<file path="src/design/rrts_pkg.sv">
`default_nettype none
// ----------------------------------------------------------------------------
// Round-robin task scheduler package
// Shared types, operation codes and defaults for the scheduler and its cells.
// ----------------------------------------------------------------------------
package rrts_pkg;

    // Default depth of the task table.
    localparam int MAX_TASKS_DEF = 16;

    // Operation codes carried in a request word.
    localparam logic [2:0] OP_ADD    = 3'd0;
    localparam logic [2:0] OP_YIELD  = 3'd1;
    localparam logic [2:0] OP_SLEEP  = 3'd2;
    localparam logic [2:0] OP_WAKEUP = 3'd3;
    localparam logic [2:0] OP_ALARM  = 3'd4;
    localparam logic [2:0] OP_EXIT   = 3'd5;
    localparam logic [2:0] OP_TICK   = 3'd6;
    localparam logic [2:0] OP_START  = 3'd7;

    // Status codes carried in a response word.
    localparam logic [1:0] ST_OK         = 2'd0;
    localparam logic [1:0] ST_FULL       = 2'd1;
    localparam logic [1:0] ST_NO_RUN     = 2'd2;
    localparam logic [1:0] ST_NO_CURRENT = 2'd3;

    typedef struct packed {
        logic [2:0]  operation;
        logic [15:0] wait_channel;
        logic [15:0] delay;
    } req_t;

    typedef struct packed {
        logic [1:0] status;
        logic [3:0] task_index;
        logic [7:0] task_id;
        logic       timed_out;
    } rsp_t;

    // One task table entry as held by a cell.
    typedef struct packed {
        logic [7:0]  id;
        logic [15:0] chan;
        logic [15:0] alarm;
        logic        sleeping;
    } entry_t;

    // Command for one cell in one cycle.
    typedef enum logic [2:0] {
        CO_HOLD,
        CO_ADD,
        CO_SHIFT,
        CO_SLEEP,
        CO_ALARM,
        CO_RESUME,
        CO_WAKE
    } cell_op_t;

    // Arguments broadcast to every cell.
    typedef struct packed {
        logic [7:0]  id;
        logic [15:0] chan;
        logic [15:0] alarm;
        logic [15:0] tick;
    } cell_arg_t;

    typedef enum logic [1:0] {
        S_IDLE,
        S_IDSCAN,
        S_SETUP,
        S_SEARCH
    } state_t;

endpackage
`default_nettype wire

</file>
<file path="src/design/rrts_cell.sv">
`default_nettype none
// ----------------------------------------------------------------------------
// Scheduler table cell
// Holds one task entry, updates it on command and flags it as runnable.
// ----------------------------------------------------------------------------
module rrts_cell
    import rrts_pkg::*;
(
    input  wire logic      clk,
    input  wire logic      rst_n,
    input  wire cell_op_t  op,
    input  wire cell_arg_t arg,
    input  wire entry_t    upper,
    output      entry_t    entry,
    output      logic      eligible
);

    logic [7:0]  id_reg;
    logic [15:0] chan_reg;
    logic [15:0] alarm_reg;
    logic        sleeping_reg;
    entry_t      entry_next;
    logic [15:0] diff;

    // Next entry value for each command.
    always_comb
    begin
        entry_next = entry;
        unique case (op)
            CO_HOLD:   entry_next = entry;
            CO_ADD:
            begin
                entry_next.id       = arg.id;
                entry_next.chan     = '0;
                entry_next.alarm    = '0;
                entry_next.sleeping = 1'b0;
            end
            CO_SHIFT:  entry_next = upper;
            CO_SLEEP:
            begin
                entry_next.chan     = arg.chan;
                entry_next.sleeping = 1'b1;
            end
            CO_ALARM:  entry_next.alarm = arg.alarm;
            CO_RESUME:
            begin
                entry_next.chan     = '0;
                entry_next.alarm    = '0;
                entry_next.sleeping = 1'b0;
            end
            CO_WAKE:
            begin
                if (chan_reg == arg.chan)
                begin
                    entry_next.chan = '0;
                end
            end
            default:   entry_next = entry;
        endcase
    end

    // The sleeping mark is cleared by reset; the payload fields are not.
    always_ff @(posedge clk or negedge rst_n)
    begin
        if (!rst_n)
        begin
            sleeping_reg <= 1'b0;
        end
        else
        begin
            sleeping_reg <= entry_next.sleeping;
        end
    end

    always_ff @(posedge clk)
    begin
        id_reg    <= entry_next.id;
        chan_reg  <= entry_next.chan;
        alarm_reg <= entry_next.alarm;
    end

    // Runnable when no channel is set or the alarm has fallen due.
    assign diff     = arg.tick - alarm_reg;
    assign eligible = (chan_reg == 16'd0) ||
                      ((alarm_reg != 16'd0) && !diff[15]);
    assign entry    = {id_reg, chan_reg, alarm_reg, sleeping_reg};

endmodule
`default_nettype wire

</file>
<file path="src/design/round_robin_task_scheduler.sv">
`default_nettype none
// ----------------------------------------------------------------------------
// Round-robin task scheduler
// Task table held in a row of cells, with a sequencer for add and yield.
// ----------------------------------------------------------------------------
// One request word is handled at a time and answers with one response word.
// Tick, wakeup, alarm and refused requests are answered straight from idle.
// Add tries candidate ids in turn against every live entry. Yield, sleep,
// exit and start set up a round-robin search of the table; the search reads
// one cell a cycle. A new request is taken once the previous response has
// left or is leaving the output register.
module round_robin_task_scheduler
    import rrts_pkg::*;
#(
    parameter int MAX_TASKS = MAX_TASKS_DEF
)
(
    input  wire logic clk,
    input  wire logic rst_n,
    input  wire logic req_valid,
    output      logic req_ready,
    input  wire req_t req,
    output      logic rsp_valid,
    input  wire logic rsp_ready,
    output      rsp_t rsp
);

    localparam int IDX_W = (MAX_TASKS > 1) ? $clog2(MAX_TASKS) : 1;
    localparam int CNT_W = $clog2(MAX_TASKS + 1);

    state_t             state_reg, state_next;
    logic [CNT_W-1:0]   count_reg, count_next;
    logic [IDX_W-1:0]   cur_reg, cur_next;
    logic               cur_valid_reg, cur_valid_next;
    logic [7:0]         cur_id_reg, cur_id_next;
    logic [15:0]        tick_reg, tick_next;
    logic [IDX_W-1:0]   ptr_reg, ptr_next;
    logic [CNT_W-1:0]   steps_reg, steps_next;
    logic [7:0]         cand_reg, cand_next;
    rsp_t               rsp_reg, rsp_next;
    logic               rsp_valid_reg, rsp_valid_next;

    cell_op_t           cell_op [MAX_TASKS];
    entry_t             entries [MAX_TASKS];
    logic [MAX_TASKS-1:0] elig;
    logic [MAX_TASKS-1:0] id_hit;
    cell_arg_t          arg;
    logic               accept;
    logic [15:0]        alarm_val;
    logic [CNT_W-1:0]   ptr_inc;
    logic [CNT_W-1:0]   cur_inc;
    entry_t             sel;

    // Row of cells; each takes its upper neighbour's entry on a shift.
    for (genvar g = 0; g < MAX_TASKS; g++)
    begin : g_cell
        entry_t upper;
        if (g == MAX_TASKS - 1)
        begin : g_top
            assign upper = '0;
        end
        else
        begin : g_mid
            assign upper = entries[g+1];
        end
        rrts_cell u_cell (
            .clk      (clk),
            .rst_n    (rst_n),
            .op       (cell_op[g]),
            .arg      (arg),
            .upper    (upper),
            .entry    (entries[g]),
            .eligible (elig[g])
        );
        assign id_hit[g] = (entries[g].id == cand_reg) && (CNT_W'(g) < count_reg);
    end

    assign req_ready = (state_reg == S_IDLE) && (!rsp_valid_reg || rsp_ready);
    assign accept    = req_valid && req_ready;
    assign alarm_val = tick_reg + req.delay + 16'd1;
    assign ptr_inc   = CNT_W'(ptr_reg) + CNT_W'(1);
    assign cur_inc   = CNT_W'(cur_reg) + CNT_W'(1);
    assign sel       = entries[ptr_reg];

    // Sequencer: next state, cell commands and response.
    always_comb
    begin
        state_next     = state_reg;
        count_next     = count_reg;
        cur_next       = cur_reg;
        cur_valid_next = cur_valid_reg;
        cur_id_next    = cur_id_reg;
        tick_next      = tick_reg;
        ptr_next       = ptr_reg;
        steps_next     = steps_reg;
        cand_next      = cand_reg;
        rsp_next       = rsp_reg;
        rsp_valid_next = rsp_valid_reg && !rsp_ready;
        for (int i = 0; i < MAX_TASKS; i++)
        begin
            cell_op[i] = CO_HOLD;
        end
        arg.id    = cand_reg;
        arg.chan  = req.wait_channel;
        arg.alarm = (alarm_val == 16'd0) ? 16'd1 : alarm_val;
        arg.tick  = tick_reg;

        unique case (state_reg)
            S_IDLE:
            begin
                if (accept)
                begin
                    rsp_next.status     = ST_OK;
                    rsp_next.task_index = cur_valid_reg ? 4'(cur_reg) : 4'd0;
                    rsp_next.task_id    = cur_valid_reg ? cur_id_reg : 8'd0;
                    rsp_next.timed_out  = 1'b0;
                    unique case (req.operation)
                        OP_ADD:
                        begin
                            if (count_reg == CNT_W'(MAX_TASKS))
                            begin
                                rsp_next.status     = ST_FULL;
                                rsp_next.task_index = 4'd0;
                                rsp_next.task_id    = 8'd0;
                                rsp_valid_next      = 1'b1;
                            end
                            else
                            begin
                                cand_next  = 8'd1;
                                state_next = S_IDSCAN;
                            end
                        end
                        OP_YIELD:
                        begin
                            state_next = S_SETUP;
                        end
                        OP_SLEEP, OP_ALARM, OP_EXIT:
                        begin
                            if (!cur_valid_reg)
                            begin
                                rsp_next.status     = ST_NO_CURRENT;
                                rsp_next.task_index = 4'd0;
                                rsp_next.task_id    = 8'd0;
                                rsp_valid_next      = 1'b1;
                            end
                            else if (req.operation == OP_SLEEP)
                            begin
                                cell_op[cur_reg] = CO_SLEEP;
                                state_next       = S_SETUP;
                            end
                            else if (req.operation == OP_ALARM)
                            begin
                                cell_op[cur_reg] = CO_ALARM;
                                rsp_valid_next   = 1'b1;
                            end
                            else
                            begin
                                for (int i = 0; i < MAX_TASKS; i++)
                                begin
                                    if (CNT_W'(i) >= CNT_W'(cur_reg))
                                    begin
                                        cell_op[i] = CO_SHIFT;
                                    end
                                end
                                count_next     = count_reg - CNT_W'(1);
                                cur_valid_next = 1'b0;
                                state_next     = S_SETUP;
                            end
                        end
                        OP_WAKEUP:
                        begin
                            for (int i = 0; i < MAX_TASKS; i++)
                            begin
                                if (CNT_W'(i) < count_reg)
                                begin
                                    cell_op[i] = CO_WAKE;
                                end
                            end
                            rsp_valid_next = 1'b1;
                        end
                        OP_TICK:
                        begin
                            tick_next      = tick_reg + 16'd1;
                            rsp_valid_next = 1'b1;
                        end
                        OP_START:
                        begin
                            cur_valid_next = 1'b0;
                            state_next     = S_SETUP;
                        end
                        default:
                        begin
                            rsp_valid_next = 1'b1;
                        end
                    endcase
                end
            end

            // Try one candidate id a cycle against every live entry.
            S_IDSCAN:
            begin
                if (id_hit == '0)
                begin
                    cell_op[count_reg[IDX_W-1:0]] = CO_ADD;
                    rsp_next.status     = ST_OK;
                    rsp_next.task_index = 4'(count_reg);
                    rsp_next.task_id    = cand_reg;
                    rsp_next.timed_out  = 1'b0;
                    rsp_valid_next      = 1'b1;
                    count_next          = count_reg + CNT_W'(1);
                    state_next          = S_IDLE;
                end
                else
                begin
                    cand_next = cand_reg + 8'd1;
                end
            end

            // Start the search after the current task, or at entry zero.
            S_SETUP:
            begin
                if (count_reg == '0)
                begin
                    rsp_next.status     = ST_NO_RUN;
                    rsp_next.task_index = 4'd0;
                    rsp_next.task_id    = 8'd0;
                    rsp_next.timed_out  = 1'b0;
                    rsp_valid_next      = 1'b1;
                    state_next          = S_IDLE;
                end
                else
                begin
                    if (cur_valid_reg && (cur_inc != count_reg))
                    begin
                        ptr_next = cur_inc[IDX_W-1:0];
                    end
                    else
                    begin
                        ptr_next = '0;
                    end
                    steps_next = count_reg;
                    state_next = S_SEARCH;
                end
            end

            // Visit one entry a cycle in round-robin order.
            S_SEARCH:
            begin
                if (elig[ptr_reg])
                begin
                    if (sel.sleeping)
                    begin
                        cell_op[ptr_reg] = CO_RESUME;
                    end
                    cur_next            = ptr_reg;
                    cur_valid_next      = 1'b1;
                    cur_id_next         = sel.id;
                    rsp_next.status     = ST_OK;
                    rsp_next.task_index = 4'(ptr_reg);
                    rsp_next.task_id    = sel.id;
                    rsp_next.timed_out  = sel.sleeping && (sel.chan != 16'd0);
                    rsp_valid_next      = 1'b1;
                    state_next          = S_IDLE;
                end
                else if (steps_reg == CNT_W'(1))
                begin
                    rsp_next.status     = ST_NO_RUN;
                    rsp_next.task_index = 4'd0;
                    rsp_next.task_id    = 8'd0;
                    rsp_next.timed_out  = 1'b0;
                    rsp_valid_next      = 1'b1;
                    state_next          = S_IDLE;
                end
                else
                begin
                    ptr_next   = (ptr_inc == count_reg) ? '0 : ptr_inc[IDX_W-1:0];
                    steps_next = steps_reg - CNT_W'(1);
                end
            end

            default:
            begin
                state_next = S_IDLE;
            end
        endcase
    end

    // Control registers.
    always_ff @(posedge clk or negedge rst_n)
    begin
        if (!rst_n)
        begin
            state_reg     <= S_IDLE;
            count_reg     <= '0;
            cur_valid_reg <= 1'b0;
            tick_reg      <= '0;
            rsp_valid_reg <= 1'b0;
        end
        else
        begin
            state_reg     <= state_next;
            count_reg     <= count_next;
            cur_valid_reg <= cur_valid_next;
            tick_reg      <= tick_next;
            rsp_valid_reg <= rsp_valid_next;
        end
    end

    // Working registers and the response word.
    always_ff @(posedge clk)
    begin
        cur_reg    <= cur_next;
        cur_id_reg <= cur_id_next;
        ptr_reg    <= ptr_next;
        steps_reg  <= steps_next;
        cand_reg   <= cand_next;
        rsp_reg    <= rsp_next;
    end

    assign rsp_valid = rsp_valid_reg;
    assign rsp       = rsp_reg;

endmodule
`default_nettype wire

</file>
<file path="config.mk">
export PLATFORM = sky130hd
export DESIGN_NAME = round_robin_task_scheduler
export DESIGN_NICKNAME = d
export VERILOG_FILES = /design/src/design/rrts_pkg.sv /design/src/design/rrts_cell.sv /design/src/design/round_robin_task_scheduler.sv
export SDC_FILE = /design/constraint.sdc
export NUM_CORES = 2
export LEC_CHECK = 0
export BUFFER_PORTS_ARGS = -buffer_cell sky130_fd_sc_hd__clkbuf_2
export CAP_MARGIN = 20
export CORE_ASPECT_RATIO = 1.5
export CORE_MARGIN = 5
export CORE_UTILIZATION = 60
export DETAILED_ROUTE_END_ITERATION = 10
export GPL_ROUTABILITY_DRIVEN = 0
export PLACE_DENSITY_LB_ADDON = 0.12
export SYNTH_ARGS = -nofsm -noshare
export SYNTH_HDL_FRONTEND = slang
export SYNTH_HIERARCHICAL = 1
export SYNTH_SLANG_ARGS = --single-unit
</file>
<file path="constraint.sdc">
create_clock -name clk -period 7.8 [get_ports clk]
set_input_delay 1.17 -clock clk [delete_from_list [all_inputs] [get_ports clk]]
set_output_delay 1.17 -clock clk [all_outputs]
set_load 0.05 [all_outputs]
</file>
==> run_results.csv <==
group,metric,value,unit
run_status,status,"finished clean",
clock_network,clk_pin_slew_worst_paths,70,ps
routing,drc,0,
critical_path,endpoint_kind,"flop",
critical_path,required,8160,ps
final_layout,final_nets,5924,
grt,antenna_found_initial,1,
routing,wire_per_inst,26.2,µm
routing,via_count,45600,
clock_network,hold_buffers,0,
clock_network,clock_path_buffers,3,
clock_network,postCtsSetupRepairBufs,0,
final_layout,design_area,58100,µm²
sta,finalSetupViolations,0,
grt,grt_pass1_wl,265000,µm
floorplanning,core,87900,µm²
critical_path,startpoint,"tick_reg[9]",
synthesis,yosysTopAreaCell,"edfxtp_1",
synthesis,synth.distinct_cells,73,
critical_path,r2r-start,"tick_reg[9]",
place,dp_hpwl,127000,µm
synthesis,yosysMostFrequentCell,"nand2_1",
final_layout,layout-drive-gt1-share,0.113,
floorplanning,die_area,94800,µm²
job,maxCapViolCount,0,
sta,relSlewSlack,0.169,
synthesis,synth_area_per_cell,9.55,µm²
synthesis,synth_seq_cells,725,
synthesis,ys_top_cells_by_count,"nand2_1, edfxtp_1, a21oi_1",
grt,track_usage,0.363,
pwr,p_leak,21.3,nW
floorplanning,die_x,253,µm
sta,fmaxAchievable,146,MHz
synthesis,synthTopCellsByArea,"edfxtp_1, ha_1, nand2_1, xor2_1, mux2i_1",
pwr,power_density,232,nW/µm²
place,placed_area,55500,µm²
routing,ant_nets,0,
sta,rsz0062_at_grt,"false",
clock_network,cts_tree,"done",
routing,drtIter0Drc,4329,
synthesis,synthCells,5569,
pwr,ir_drop,0.000215,V
final_layout,area_growth,9.17,%
sta,tightest_slew,1240,ps
synthesis,yosysWarnings,6,
routing,first_pass_iters,8,
clock_network,ctsResizeCount,0,
synthesis,yosysSeqAreaShare,0.406,
final_layout,final_util,0.661,
worst_hold_path,hp-class,"reg2reg",
clock_network,ctsHtreeMaxLevel,3,
floorplanning,die_y,375,µm
sta,drv_slew,0,
floorplanning,fp-row-count,133,
grt,grt_max_degree,42,
sta,final_hold_viol_count,0,
routing,avgViaCountPerCell,6.67,
worst_hold_path,hold_depth,2,
floorplanning,pin_count,56,
critical_path,critPathMaxFanout,26,
sta,fin_crit_sh,0.881,
sta,setup_ws,927,ps
clock_network,insertion_delay,680,ps
sta,setup-tns-final,0,ps
synthesis,synth_flop_cell,"edfxtp_1",
final_layout,fill_cells,7153,
synthesis,synth_area,53200,µm²
place,io_buffer_count,55,
synthesis,async_flop_share,0.0566,
synthesis,synth_top_area_frac,0.386,
clock_network,cts_sinks,725,
place,pre_cts_slack,1150,ps
grt,grt-ovfl-total,0,
clock_network,numCtsBuffers,75,
sta,skew,25.5,ps
worst_hold_path,min_from,"cur_id_reg[7]",
grt,grt_pass1_vias,44400,
synthesis,synth-edff-count,684,
floorplanning,initial_core_util,0.605,
sta,fin_crit,6870,ps
critical_path,worst_setup_path_start_kind,"flop",
critical_path,ff2ff_path_depth,17,
routing,wl,179000,µm
critical_path,critical_path_arrival,7240,ps
clock_network,clock-root-buffer,"clkbuf_16",
critical_path,path_class,"reg2reg",
[critical path, cell delays in order (launching register included)]
cell	delay [ps]
dfrtp_1	1080
ha_1	380
and2_0	150
a221o_1	290
a21oi_1	250
o211ai_1	150
o211ai_1	170
mux4_2	310
mux4_2	450
and2_1	200
buf_4	400
nand2_1	130
nor2_1	280
nand2_1	200
a21oi_4	590
nor2_1	340
xnor2_1	820
buf_4	340
[kinds of logic (layout without fill, tap and decap cells)]
group | Yosys count | count (layout) | synth area share
adder cells (fa/ha/maj) | 263 | 263 | 0.0620
AO/OA/AOI/OAI | 1290 | 1290 | 0.140
other | 1 | 75 | 0.0000705
AND/OR/NAND/NOR | 1748 | 1748 | 0.166
XOR/XNOR | 484 | 484 | 0.0797
flip-flops | 725 | 725 | 0.406
multiplexers | 434 | 434 | 0.0960
buffers and inverters | 624 | 666 | 0.0507
[area by class of cell]
cell class              instances  area, µm²  area share
diodes                          2       5.00   0.0000862
clock buffers                  85       2010      0.0346
clock inverters                53        477     0.00821
inverters                     301       1130      0.0195
multi-input cells            4292      29800       0.514
flip-flops and latches        725      21600       0.371
well taps                    1147       1440      0.0247
repair buffers                227       1590      0.0273
[final timing paths]
| path | endpoint | slack, ps |
|---|---|---|
| max in group asynchronous | count_reg[0] | 6610 |
| min reg2reg | rsp[8] | 540 |
| max | g_cell[13].u_cell/alarm_reg[7] | 930 |
| min | rsp[8] | 540 |
| min in group asynchronous | tick_reg[13] | 620 |
| max reg2reg | g_cell[13].u_cell/alarm_reg[7] | 930 |
[routing by layer]
layer  wire (µm)  track usage
met1       59800        0.397
met2       87500        0.620
met3       15100       0.0656
met4       16400        0.281
met5           8            0
[cells in the final DEF (no fill, tap or decap), drive strengths merged, types with 48 or more instances in the layout]
cell,count
nand4,110
xor2,320
xnor2,164
nor4,238
nor2b,314
a21oi,440
mux2i,258
o21ai,372
nor3,59
clkbuf,140
conb,73
nand2,752
nor2,141
inv,306
mux2,128
o22ai,262
edfxtp,684
ha,262
buf,172
mux4,48
[through the flow]
stage | power [mW] | hold slack (ps) | cells
after detailed placement | 9.66 | 513 | 6685
after global routing | 13.9 | 556 | 6830
after CTS | 13.3 | 528 | 6823
after floorplan | 7.94 | 421 | 5641
after global placement | 9.56 | 504 | 6683
final | 13.5 | 539 | 6832
[where the power goes]
group	total, mW	switching (mW)	internal [mW]
clock	3.73	1.66	2.07
sequential	5.37	0.550	4.82
combinational	4.36	2.90	1.46
total	13.5	5.11	8.35
(Power assumes the default switching activity.)
